$ cat config.mk
export PLATFORM = sky130hd
export DESIGN_NAME = echo_reply_rtt_tracker
export DESIGN_NICKNAME = d
export VERILOG_FILES = /design/src/hdl/errt_pkg.sv /design/src/hdl/echo_reply_rtt_tracker.sv
export SDC_FILE = /design/constraint.sdc
export NUM_CORES = 2
export LEC_CHECK = 0
export BUFFER_PORTS_ARGS = -buffer_cell sky130_fd_sc_hd__buf_2
export CAP_MARGIN = 5
export CORE_MARGIN = 2
export CORE_UTILIZATION = 25
export CTS_CLUSTER_SIZE = 10
export DETAILED_ROUTE_END_ITERATION = 10
export GPL_TIMING_DRIVEN = 0
export SETUP_SLACK_MARGIN = 0.5
export SLEW_MARGIN = 20
export SYNTH_ARGS = -nofsm -noshare
export SYNTH_HDL_FRONTEND = slang
export SYNTH_SLANG_ARGS = --single-unit
$ cat constraint.sdc
create_clock -name clock -period 14.2 [get_ports clock]
set_input_delay 4.26 -clock clock [delete_from_list [all_inputs] [get_ports clock]]
set_output_delay 4.26 -clock clock [all_outputs]
set_load 0.05 [all_outputs]
$ cat src/hdl/errt_pkg.sv
// errt_pkg: types and constants of the echo reply rtt tracker
// used by echo_reply_rtt_tracker and errt_checker, no dependencies
package errt_pkg;

   typedef enum logic [2:0] {
      STATUS_ACCEPTED      = 3'd0,
      STATUS_FOREIGN       = 3'd1,
      STATUS_OTHER_SHOWN   = 3'd2,
      STATUS_OTHER_DROPPED = 3'd3,
      STATUS_SHORT         = 3'd4,
      STATUS_SHORT_REPLY   = 3'd5
   } status_type;

   typedef enum logic [1:0] {
      REG_OWN_IDENT      = 2'd0,
      REG_EXPECTED_COUNT = 2'd1,
      REG_QUIET_MODE     = 2'd2,
      REG_VERBOSE_MODE   = 2'd3
   } reg_index_type;

   localparam int unsigned CSR_ADDR_WIDTH = 4;

   localparam logic [7:0]         TYPE_ECHO_REPLY = 8'd0;
   localparam logic signed [16:0] MIN_ICMP_LEN    = 17'sd8;
   localparam logic signed [16:0] MIN_REPLY_LEN   = 17'sd16;
   localparam logic signed [21:0] USEC_PER_SEC    = 22'sd1000000;
   localparam logic signed [20:0] USEC_MULT       = 21'sd1000000;

   localparam logic signed [31:0] RTT_MAX = 32'sh7FFF_FFFF;
   localparam logic signed [31:0] RTT_MIN = 32'sh8000_0000;
   localparam logic signed [47:0] SUM_MAX = 48'sh7FFF_FFFF_FFFF;
   localparam logic signed [47:0] SUM_MIN = 48'sh8000_0000_0000;

endpackage

$ cat src/hdl/echo_reply_rtt_tracker.sv
// echo_reply_rtt_tracker: classifies icmp packets, forms the rtt of echo replies
// and keeps min, max, total and count; depends on errt_pkg
//
// channel   direction  handshake            payload
// req_      in         req_valid/req_stall  header fields and timestamps
// rsp_      out        rsp_valid/rsp_stall  status, rtt and statistics
// csr       in/out     psel/penable/pready  four registers at 4*index
//
// one transfer per cycle in each direction while no stall holds the pipeline;
// the input register is followed by the stages classify, seconds times 1e6,
// rtt add and saturate, then the statistics update into the result register
// reset is synchronous and clears valids, statistics and registers
// each stage holds while the one after it is full and stalled
module echo_reply_rtt_tracker (
   input  logic                                clock,
   input  logic                                reset,
   input  logic                                req_valid,
   output logic                                req_stall,
   input  logic [3:0]                          req_header_words,
   input  logic [15:0]                         req_packet_length,
   input  logic [7:0]                          req_message_type,
   input  logic [7:0]                          req_message_code,
   input  logic [15:0]                         req_message_ident,
   input  logic [15:0]                         req_message_seq,
   input  logic [7:0]                          req_hop_ttl,
   input  logic [31:0]                         req_recv_seconds,
   input  logic [19:0]                         req_recv_micros,
   input  logic [31:0]                         req_sent_seconds,
   input  logic [19:0]                         req_sent_micros,
   output logic                                rsp_valid,
   input  logic                                rsp_stall,
   output logic [2:0]                          rsp_status,
   output logic signed [16:0]                  rsp_icmp_length,
   output logic signed [31:0]                  rsp_rtt_micros,
   output logic [15:0]                         rsp_reply_seq,
   output logic [7:0]                          rsp_reply_ttl,
   output logic [7:0]                          rsp_reply_type,
   output logic [7:0]                          rsp_reply_code,
   output logic signed [31:0]                  rsp_min_rtt,
   output logic signed [31:0]                  rsp_max_rtt,
   output logic signed [47:0]                  rsp_total_rtt,
   output logic [31:0]                         rsp_reply_count,
   output logic                                rsp_finished,
   input  logic                                psel,
   input  logic                                penable,
   input  logic                                pwrite,
   input  logic [errt_pkg::CSR_ADDR_WIDTH-1:0] paddr,
   input  logic [31:0]                         pwdata,
   output logic [31:0]                         prdata,
   output logic                                pready
);
   import errt_pkg::*;

   // configuration registers
   logic [15:0]       own_ident_ff;
   logic [16:0]       expected_count_ff;
   logic              quiet_mode_ff;
   logic              verbose_mode_ff;
   logic              csr_write;
   reg_index_type     csr_index;

   // stage handshake
   logic              s0_valid_ff, s1_valid_ff, s2_valid_ff, s3_valid_ff, rsp_valid_ff;
   logic              s0_ready, s1_ready, s2_ready, s3_ready, out_ready;

   // input register
   logic [3:0]        s0_header_words_ff;
   logic [15:0]       s0_packet_length_ff;
   logic [7:0]        s0_type_ff;
   logic [7:0]        s0_code_ff;
   logic [15:0]       s0_ident_ff;
   logic [15:0]       s0_seq_ff;
   logic [7:0]        s0_ttl_ff;
   logic [31:0]       s0_recv_seconds_ff;
   logic [19:0]       s0_recv_micros_ff;
   logic [31:0]       s0_sent_seconds_ff;
   logic [19:0]       s0_sent_micros_ff;

   // classify stage
   logic signed [16:0] ilen_in;
   status_type         status_in;
   logic               fin_in;
   logic signed [21:0] us_raw;
   logic               borrow;
   logic signed [21:0] us_in;
   logic signed [33:0] secs_in;

   status_type         s1_status_ff;
   logic signed [16:0] s1_ilen_ff;
   logic               s1_fin_ff;
   logic [15:0]        s1_seq_ff;
   logic [7:0]         s1_ttl_ff;
   logic [7:0]         s1_type_ff;
   logic [7:0]         s1_code_ff;
   logic signed [33:0] s1_secs_ff;
   logic signed [21:0] s1_us_ff;

   // multiply stage
   logic signed [53:0] prod_in;

   status_type         s2_status_ff;
   logic signed [16:0] s2_ilen_ff;
   logic               s2_fin_ff;
   logic [15:0]        s2_seq_ff;
   logic [7:0]         s2_ttl_ff;
   logic [7:0]         s2_type_ff;
   logic [7:0]         s2_code_ff;
   logic signed [53:0] s2_prod_ff;
   logic signed [21:0] s2_us_ff;

   // add and saturate stage
   logic signed [54:0] total_us;
   logic signed [31:0] rtt_in;

   status_type         s3_status_ff;
   logic signed [16:0] s3_ilen_ff;
   logic               s3_fin_ff;
   logic [15:0]        s3_seq_ff;
   logic [7:0]         s3_ttl_ff;
   logic [7:0]         s3_type_ff;
   logic [7:0]         s3_code_ff;
   logic signed [31:0] s3_rtt_ff;

   // statistics and result register
   logic signed [31:0] least_rtt_ff, least_rtt_in;
   logic signed [31:0] greatest_rtt_ff, greatest_rtt_in;
   logic signed [47:0] rtt_sum_ff, rtt_sum_in;
   logic [31:0]        accepted_count_ff, accepted_count_in;
   logic signed [48:0] sum_wide;
   logic               stats_update;

   status_type         out_status_ff;
   logic signed [16:0] out_ilen_ff;
   logic signed [31:0] out_rtt_ff;
   logic [15:0]        out_seq_ff;
   logic [7:0]         out_ttl_ff;
   logic [7:0]         out_type_ff;
   logic [7:0]         out_code_ff;
   logic               out_fin_ff;

   // configuration port
   assign pready    = 1'b1;
   assign csr_write = psel && penable && pwrite && pready;
   assign csr_index = reg_index_type'(paddr[3:2]);

   always_comb begin
      case (csr_index)
         REG_OWN_IDENT:      prdata = {16'd0, own_ident_ff};
         REG_EXPECTED_COUNT: prdata = {15'd0, expected_count_ff};
         REG_QUIET_MODE:     prdata = {31'd0, quiet_mode_ff};
         REG_VERBOSE_MODE:   prdata = {31'd0, verbose_mode_ff};
         default:            prdata = 32'd0;
      endcase
   end

   always_ff @(posedge clock) begin
      if (reset) begin
         own_ident_ff      <= 16'd0;
         expected_count_ff <= 17'd0;
         quiet_mode_ff     <= 1'b0;
         verbose_mode_ff   <= 1'b0;
      end else if (csr_write) begin
         case (csr_index)
            REG_OWN_IDENT:      own_ident_ff      <= pwdata[15:0];
            REG_EXPECTED_COUNT: expected_count_ff <= pwdata[16:0];
            REG_QUIET_MODE:     quiet_mode_ff     <= pwdata[0];
            REG_VERBOSE_MODE:   verbose_mode_ff   <= pwdata[0];
            default: ;
         endcase
      end
   end

   // ready chain from the result register back to the input
   assign out_ready = !rsp_valid_ff || !rsp_stall;
   assign s3_ready  = !s3_valid_ff || out_ready;
   assign s2_ready  = !s2_valid_ff || s3_ready;
   assign s1_ready  = !s1_valid_ff || s2_ready;
   assign s0_ready  = !s0_valid_ff || s1_ready;
   assign req_stall = !s0_ready;

   always_ff @(posedge clock) begin
      if (reset) begin
         s0_valid_ff  <= 1'b0;
         s1_valid_ff  <= 1'b0;
         s2_valid_ff  <= 1'b0;
         s3_valid_ff  <= 1'b0;
         rsp_valid_ff <= 1'b0;
      end else begin
         if (s0_ready)  s0_valid_ff  <= req_valid;
         if (s1_ready)  s1_valid_ff  <= s0_valid_ff;
         if (s2_ready)  s2_valid_ff  <= s1_valid_ff;
         if (s3_ready)  s3_valid_ff  <= s2_valid_ff;
         if (out_ready) rsp_valid_ff <= s3_valid_ff;
      end
   end

   // input register
   always_ff @(posedge clock) begin
      if (s0_ready) begin
         s0_header_words_ff  <= req_header_words;
         s0_packet_length_ff <= req_packet_length;
         s0_type_ff          <= req_message_type;
         s0_code_ff          <= req_message_code;
         s0_ident_ff         <= req_message_ident;
         s0_seq_ff           <= req_message_seq;
         s0_ttl_ff           <= req_hop_ttl;
         s0_recv_seconds_ff  <= req_recv_seconds;
         s0_recv_micros_ff   <= req_recv_micros;
         s0_sent_seconds_ff  <= req_sent_seconds;
         s0_sent_micros_ff   <= req_sent_micros;
      end
   end

   // classify and split the timestamp difference
   always_comb begin
      ilen_in = $signed({1'b0, s0_packet_length_ff})
              - $signed({11'd0, s0_header_words_ff, 2'b00});
      if (ilen_in < MIN_ICMP_LEN) begin
         status_in = STATUS_SHORT;
      end else if (s0_type_ff == TYPE_ECHO_REPLY) begin
         if (s0_ident_ff != own_ident_ff) begin
            status_in = STATUS_FOREIGN;
         end else if (ilen_in < MIN_REPLY_LEN) begin
            status_in = STATUS_SHORT_REPLY;
         end else begin
            status_in = STATUS_ACCEPTED;
         end
      end else begin
         status_in = verbose_mode_ff ? STATUS_OTHER_SHOWN : STATUS_OTHER_DROPPED;
      end
      fin_in = (status_in == STATUS_ACCEPTED) && !quiet_mode_ff
            && (expected_count_ff != 17'd0)
            && ({1'b0, s0_seq_ff} == expected_count_ff - 17'd1);

      us_raw  = $signed({2'b00, s0_recv_micros_ff}) - $signed({2'b00, s0_sent_micros_ff});
      borrow  = us_raw[21];
      us_in   = borrow ? us_raw + USEC_PER_SEC : us_raw;
      secs_in = $signed({2'b00, s0_recv_seconds_ff}) - $signed({2'b00, s0_sent_seconds_ff})
              - $signed({33'd0, borrow});
   end

   always_ff @(posedge clock) begin
      if (s1_ready) begin
         s1_status_ff <= status_in;
         s1_ilen_ff   <= ilen_in;
         s1_fin_ff    <= fin_in;
         s1_seq_ff    <= s0_seq_ff;
         s1_ttl_ff    <= s0_ttl_ff;
         s1_type_ff   <= s0_type_ff;
         s1_code_ff   <= s0_code_ff;
         s1_secs_ff   <= secs_in;
         s1_us_ff     <= us_in;
      end
   end

   // seconds to microseconds
   assign prod_in = 54'(s1_secs_ff) * 54'(USEC_MULT);

   always_ff @(posedge clock) begin
      if (s2_ready) begin
         s2_status_ff <= s1_status_ff;
         s2_ilen_ff   <= s1_ilen_ff;
         s2_fin_ff    <= s1_fin_ff;
         s2_seq_ff    <= s1_seq_ff;
         s2_ttl_ff    <= s1_ttl_ff;
         s2_type_ff   <= s1_type_ff;
         s2_code_ff   <= s1_code_ff;
         s2_prod_ff   <= prod_in;
         s2_us_ff     <= s1_us_ff;
      end
   end

   // add the microsecond part and saturate to 32 bits
   always_comb begin
      total_us = 55'(s2_prod_ff) + 55'(s2_us_ff);
      if (s2_status_ff != STATUS_ACCEPTED) begin
         rtt_in = 32'sd0;
      end else if (total_us[54:31] != {24{total_us[54]}}) begin
         rtt_in = total_us[54] ? RTT_MIN : RTT_MAX;
      end else begin
         rtt_in = total_us[31:0];
      end
   end

   always_ff @(posedge clock) begin
      if (s3_ready) begin
         s3_status_ff <= s2_status_ff;
         s3_ilen_ff   <= s2_ilen_ff;
         s3_fin_ff    <= s2_fin_ff;
         s3_seq_ff    <= s2_seq_ff;
         s3_ttl_ff    <= s2_ttl_ff;
         s3_type_ff   <= s2_type_ff;
         s3_code_ff   <= s2_code_ff;
         s3_rtt_ff    <= rtt_in;
      end
   end

   // statistics update, in step with the result register
   assign stats_update = out_ready && s3_valid_ff && (s3_status_ff == STATUS_ACCEPTED);

   always_comb begin
      least_rtt_in    = (s3_rtt_ff < least_rtt_ff) ? s3_rtt_ff : least_rtt_ff;
      greatest_rtt_in = (s3_rtt_ff > greatest_rtt_ff) ? s3_rtt_ff : greatest_rtt_ff;
      sum_wide        = $signed({rtt_sum_ff[47], rtt_sum_ff})
                      + $signed({{17{s3_rtt_ff[31]}}, s3_rtt_ff});
      if (sum_wide[48] != sum_wide[47]) begin
         rtt_sum_in = sum_wide[48] ? SUM_MIN : SUM_MAX;
      end else begin
         rtt_sum_in = sum_wide[47:0];
      end
      accepted_count_in = (accepted_count_ff == '1) ? accepted_count_ff
                                                    : accepted_count_ff + 32'd1;
   end

   always_ff @(posedge clock) begin
      if (reset) begin
         least_rtt_ff      <= RTT_MAX;
         greatest_rtt_ff   <= RTT_MIN;
         rtt_sum_ff        <= 48'sd0;
         accepted_count_ff <= 32'd0;
      end else if (stats_update) begin
         least_rtt_ff      <= least_rtt_in;
         greatest_rtt_ff   <= greatest_rtt_in;
         rtt_sum_ff        <= rtt_sum_in;
         accepted_count_ff <= accepted_count_in;
      end
   end

   always_ff @(posedge clock) begin
      if (out_ready) begin
         out_status_ff <= s3_status_ff;
         out_ilen_ff   <= s3_ilen_ff;
         out_rtt_ff    <= s3_rtt_ff;
         out_seq_ff    <= s3_seq_ff;
         out_ttl_ff    <= s3_ttl_ff;
         out_type_ff   <= s3_type_ff;
         out_code_ff   <= s3_code_ff;
         out_fin_ff    <= s3_fin_ff;
      end
   end

   assign rsp_valid       = rsp_valid_ff;
   assign rsp_status      = out_status_ff;
   assign rsp_icmp_length = out_ilen_ff;
   assign rsp_rtt_micros  = out_rtt_ff;
   assign rsp_reply_seq   = out_seq_ff;
   assign rsp_reply_ttl   = out_ttl_ff;
   assign rsp_reply_type  = out_type_ff;
   assign rsp_reply_code  = out_code_ff;
   assign rsp_min_rtt     = least_rtt_ff;
   assign rsp_max_rtt     = greatest_rtt_ff;
   assign rsp_total_rtt   = rtt_sum_ff;
   assign rsp_reply_count = accepted_count_ff;
   assign rsp_finished    = out_fin_ff;

endmodule

==> impl_metrics.csv <==
group,metric,value,unit
clock_tree,cts_max_level,3,
clock_tree,cts_buffers,101,
setup_path,r2r_end,"s2_prod_ff[45]",
route,drc,0,
global_routing,globalRouteTotalUtil,12.7,%
setup_path,worstSetupStartpoint,"paddr[2]",
cells_and_area,area.growth.synth_to_final,19.2,%
cells_and_area,final_nets,5592,
sta,relSlewSlack,34.8,%
route,drtIter0Drc,1495,
setup_path,worstPathRequired,9.94,ns
global_routing,antenna_found_initial,7,
synth,synth_seq_area_share,47.3,%
placement,dpl-instance-area,52600,um^2
setup_path,worstSetupPathType,"in2out",
global_routing,grt.overflow.total,0,
route,wl_per_cell,16.9,um
sta,drv_slew,0,
sta,final-hold-violation-count,0,
global_routing,grt_max_degree,90,
setup_path,endpoint,"prdata[12]",
sta,min_period,10.45,ns
sta,finalSetupViolCount,0,
clock_tree,cts_root_buffer,"clkbuf_16",
clock_tree,clkTransAtPathRegs,0.05,ns
synth,syn_area,46800,um^2
cells_and_area,drive_gt1_share,14.9,%
worst_hold_path,hold_path_class,"reg2reg",
worst_hold_path,holdCritStartpoint,"s1_ilen_ff[1]",
clock_tree,cts_tree,"done",
clock_tree,clock-sinks,798,
setup_path,start_kind,"input pin",
sta,fin_skew,0.0844,ns
synth,synthArstFlopShare,0,%
synth,synth_seq_cells,798,
route,dr.pass1.iters,5,
global_routing,grt_pass1_wl,189000,um
placement,port_buffers,460,
cells_and_area,layout_common_cells,"614 x edfxtp_1, 486 x buf_2, 452 x ha_1",
sta,max_clock_freq,95.7,MHz
setup_path,cp.arrival,6.19,ns
route,ant_nets,0,
clock_tree,hold_buffers,0,
clock_tree,cts_setup_buffers,0,
floorplan,io_pins,495,
setup_path,critPathMaxFanout,10,
synth,synth_edf_count,614,
setup_path,reg2reg_slack,7.47,ns
floorplan,core,186000,um^2
placement,place_congestion,0.880,
floorplan,die_y,436,um
sta,grt_setup_unrepaired,"no",
route,finalWirelength,124000,um
floorplan,dieArea,191000,um^2
sta,final.period_utilization,73.6,%
cells_and_area,stdcell_area,55700,um^2
synth,yosys_warnings,0,
floorplan,initial_utilization,25.2,%
clock_tree,cts_resized,0,
setup_path,reg2reg_depth,21,
setup_path,regToRegStartpoint,"s1_secs_ff[3]",
floorplan,die_w,436,um
clock_tree,insertion_delay,0.77,ns
placement,hpwl,96700,um
synth,synth_flop_cell,"edfxtp_1",
clock_tree,cts.path.max_buffers,3,
sta,worstMarginPinSlew,0.978,ns
setup_path,worstSetupEndpointType,"output pin",
floorplan,row_count,158,
flow_run,maxCapViolCount,0,
route,num_vias,32700,
sta,tns,0,ns
global_routing,first_global_vias,32600,
cells_and_area,final_common_cell,"edfxtp_1",
synth,synth_cell_type_count,103,
synth,syn_inst,4176,
synth,avgSynthCellArea,11.2,um^2
outcome,status,"finished, final reports clean",
route,viasPerCell,4.46,
## flip-flops by register name, indices dropped and copies added, names as in the netlist, 17 cells and up
| signal | flops |
|---|---|
| rsp_icmp_length | 17 |
| s3_ilen_ff | 17 |
| rsp_min_rtt | 32 |
| s1_secs_ff | 34 |
| rsp_rtt_micros | 32 |
| rsp_reply_count | 32 |
| s2_us_ff | 22 |
| s0_recv_seconds_ff | 32 |
| s1_us_ff | 22 |
| rsp_total_rtt | 48 |
| s2_prod_ff | 48 |
| s1_ilen_ff | 17 |
| s0_recv_micros_ff | 20 |
| rsp_max_rtt | 32 |
| expected_count_ff | 17 |
| s0_sent_seconds_ff | 32 |
| s0_sent_micros_ff | 20 |
| s2_ilen_ff | 17 |
| s3_rtt_ff | 32 |
## metal layers
| layer | track usage, % | share of wire [%] |
|---|---|---|
| met3 | 2.04 | 3.9 |
| met1 | 15.5 | 43 |
| met2 | 22.7 | 50 |
| met4 | 4.12 | 2.8 |
| met5 | 0 | 0 |
## cells in the mapped netlist (all sizes together) (25+ instances only)
master / instances / area share [%]
a211oi: 73 / 1.2
a21o: 136 / 2.2
a21oi: 297 / 3.2
a31oi: 25 / 0.33
and3: 28 / 0.37
buf: 51 / 0.70
clkbuf: 72 / 0.59
dfxtp: 184 / 7.9
edfxtp: 614 / 39
fa: 151 / 6.5
ha: 452 / 12
inv: 403 / 3.2
mux2i: 79 / 1.7
nand2: 283 / 2.3
nand2b: 25 / 0.33
nand3: 49 / 0.54
nand4: 59 / 0.80
nor2: 291 / 2.3
nor3: 66 / 0.74
o21a: 46 / 0.74
o21ai: 187 / 2.0
xnor2: 165 / 3.1
xor2: 132 / 2.5
## metrics by stage
step | cells | util, % | hold WS, ns | setup slack (ns)
after detailed placement | 7142 | 28.3 | 0.405 | 3.77
after global routing | 7315 | 30.0 | 0.333 | 3.66
after floorplan | 4190 | - | 0.400 | 1.42
final | 7318 | 30.0 | 0.335 | 3.75
after CTS | 7311 | 30.0 | 0.336 | 3.77
after global placement | 7130 | 28.1 | 0.400 | 0.132
## logic make-up (layout without fill, tap and decap cells)
logic type,Yosys count,in the layout,synth area share [%]
flip-flops,798,798,47.3
AO/OA/AOI/OAI,913,913,12.4
other,2,22,0.0161
XOR/XNOR,297,297,5.56
adder cells (fa/ha/maj),606,606,18.6
multiplexers,82,82,1.79
AND/OR/NAND/NOR,952,952,9.74
buffers and inverters,526,1168,4.53
## worst max-delay path: stages
cell and delay [ns]:
buf_2 0.12, buf_1 0.50, clkbuf_1 0.62, mux2i_1 0.25, nor2_1 0.16, buf_2 0.28
## worst min-delay path by stage
stage,slack [ns],endpoint,cells past startpoint
detailed placement,0.40,rsp_icmp_length[0],0
CTS,0.34,s2_ilen_ff[1],0
global route,0.33,s2_code_ff[3],0
finish,0.33,s2_ilen_ff[1],0
floorplan,0.40,rsp_finished,0
global placement,0.40,s3_code_ff[2],0
## area by class of cell
| type | instances | area, um^2 |
|---|---|---|
| fill | 19000 | 130000 |
| multi-input combinational | 2866 | 22600 |
| sequential | 798 | 22100 |
| tap | 2480 | 3100 |
| clock buffer | 134 | 2660 |
| timing repair buffer | 473 | 2620 |
| inverter | 403 | 1530 |
| buffer | 123 | 606 |
| clock inverter | 35 | 470 |
| antenna | 6 | 15.0 |
Power is not shown: default switching activity piles up to over one toggle a cycle in this logic, so the estimate is an artifact.
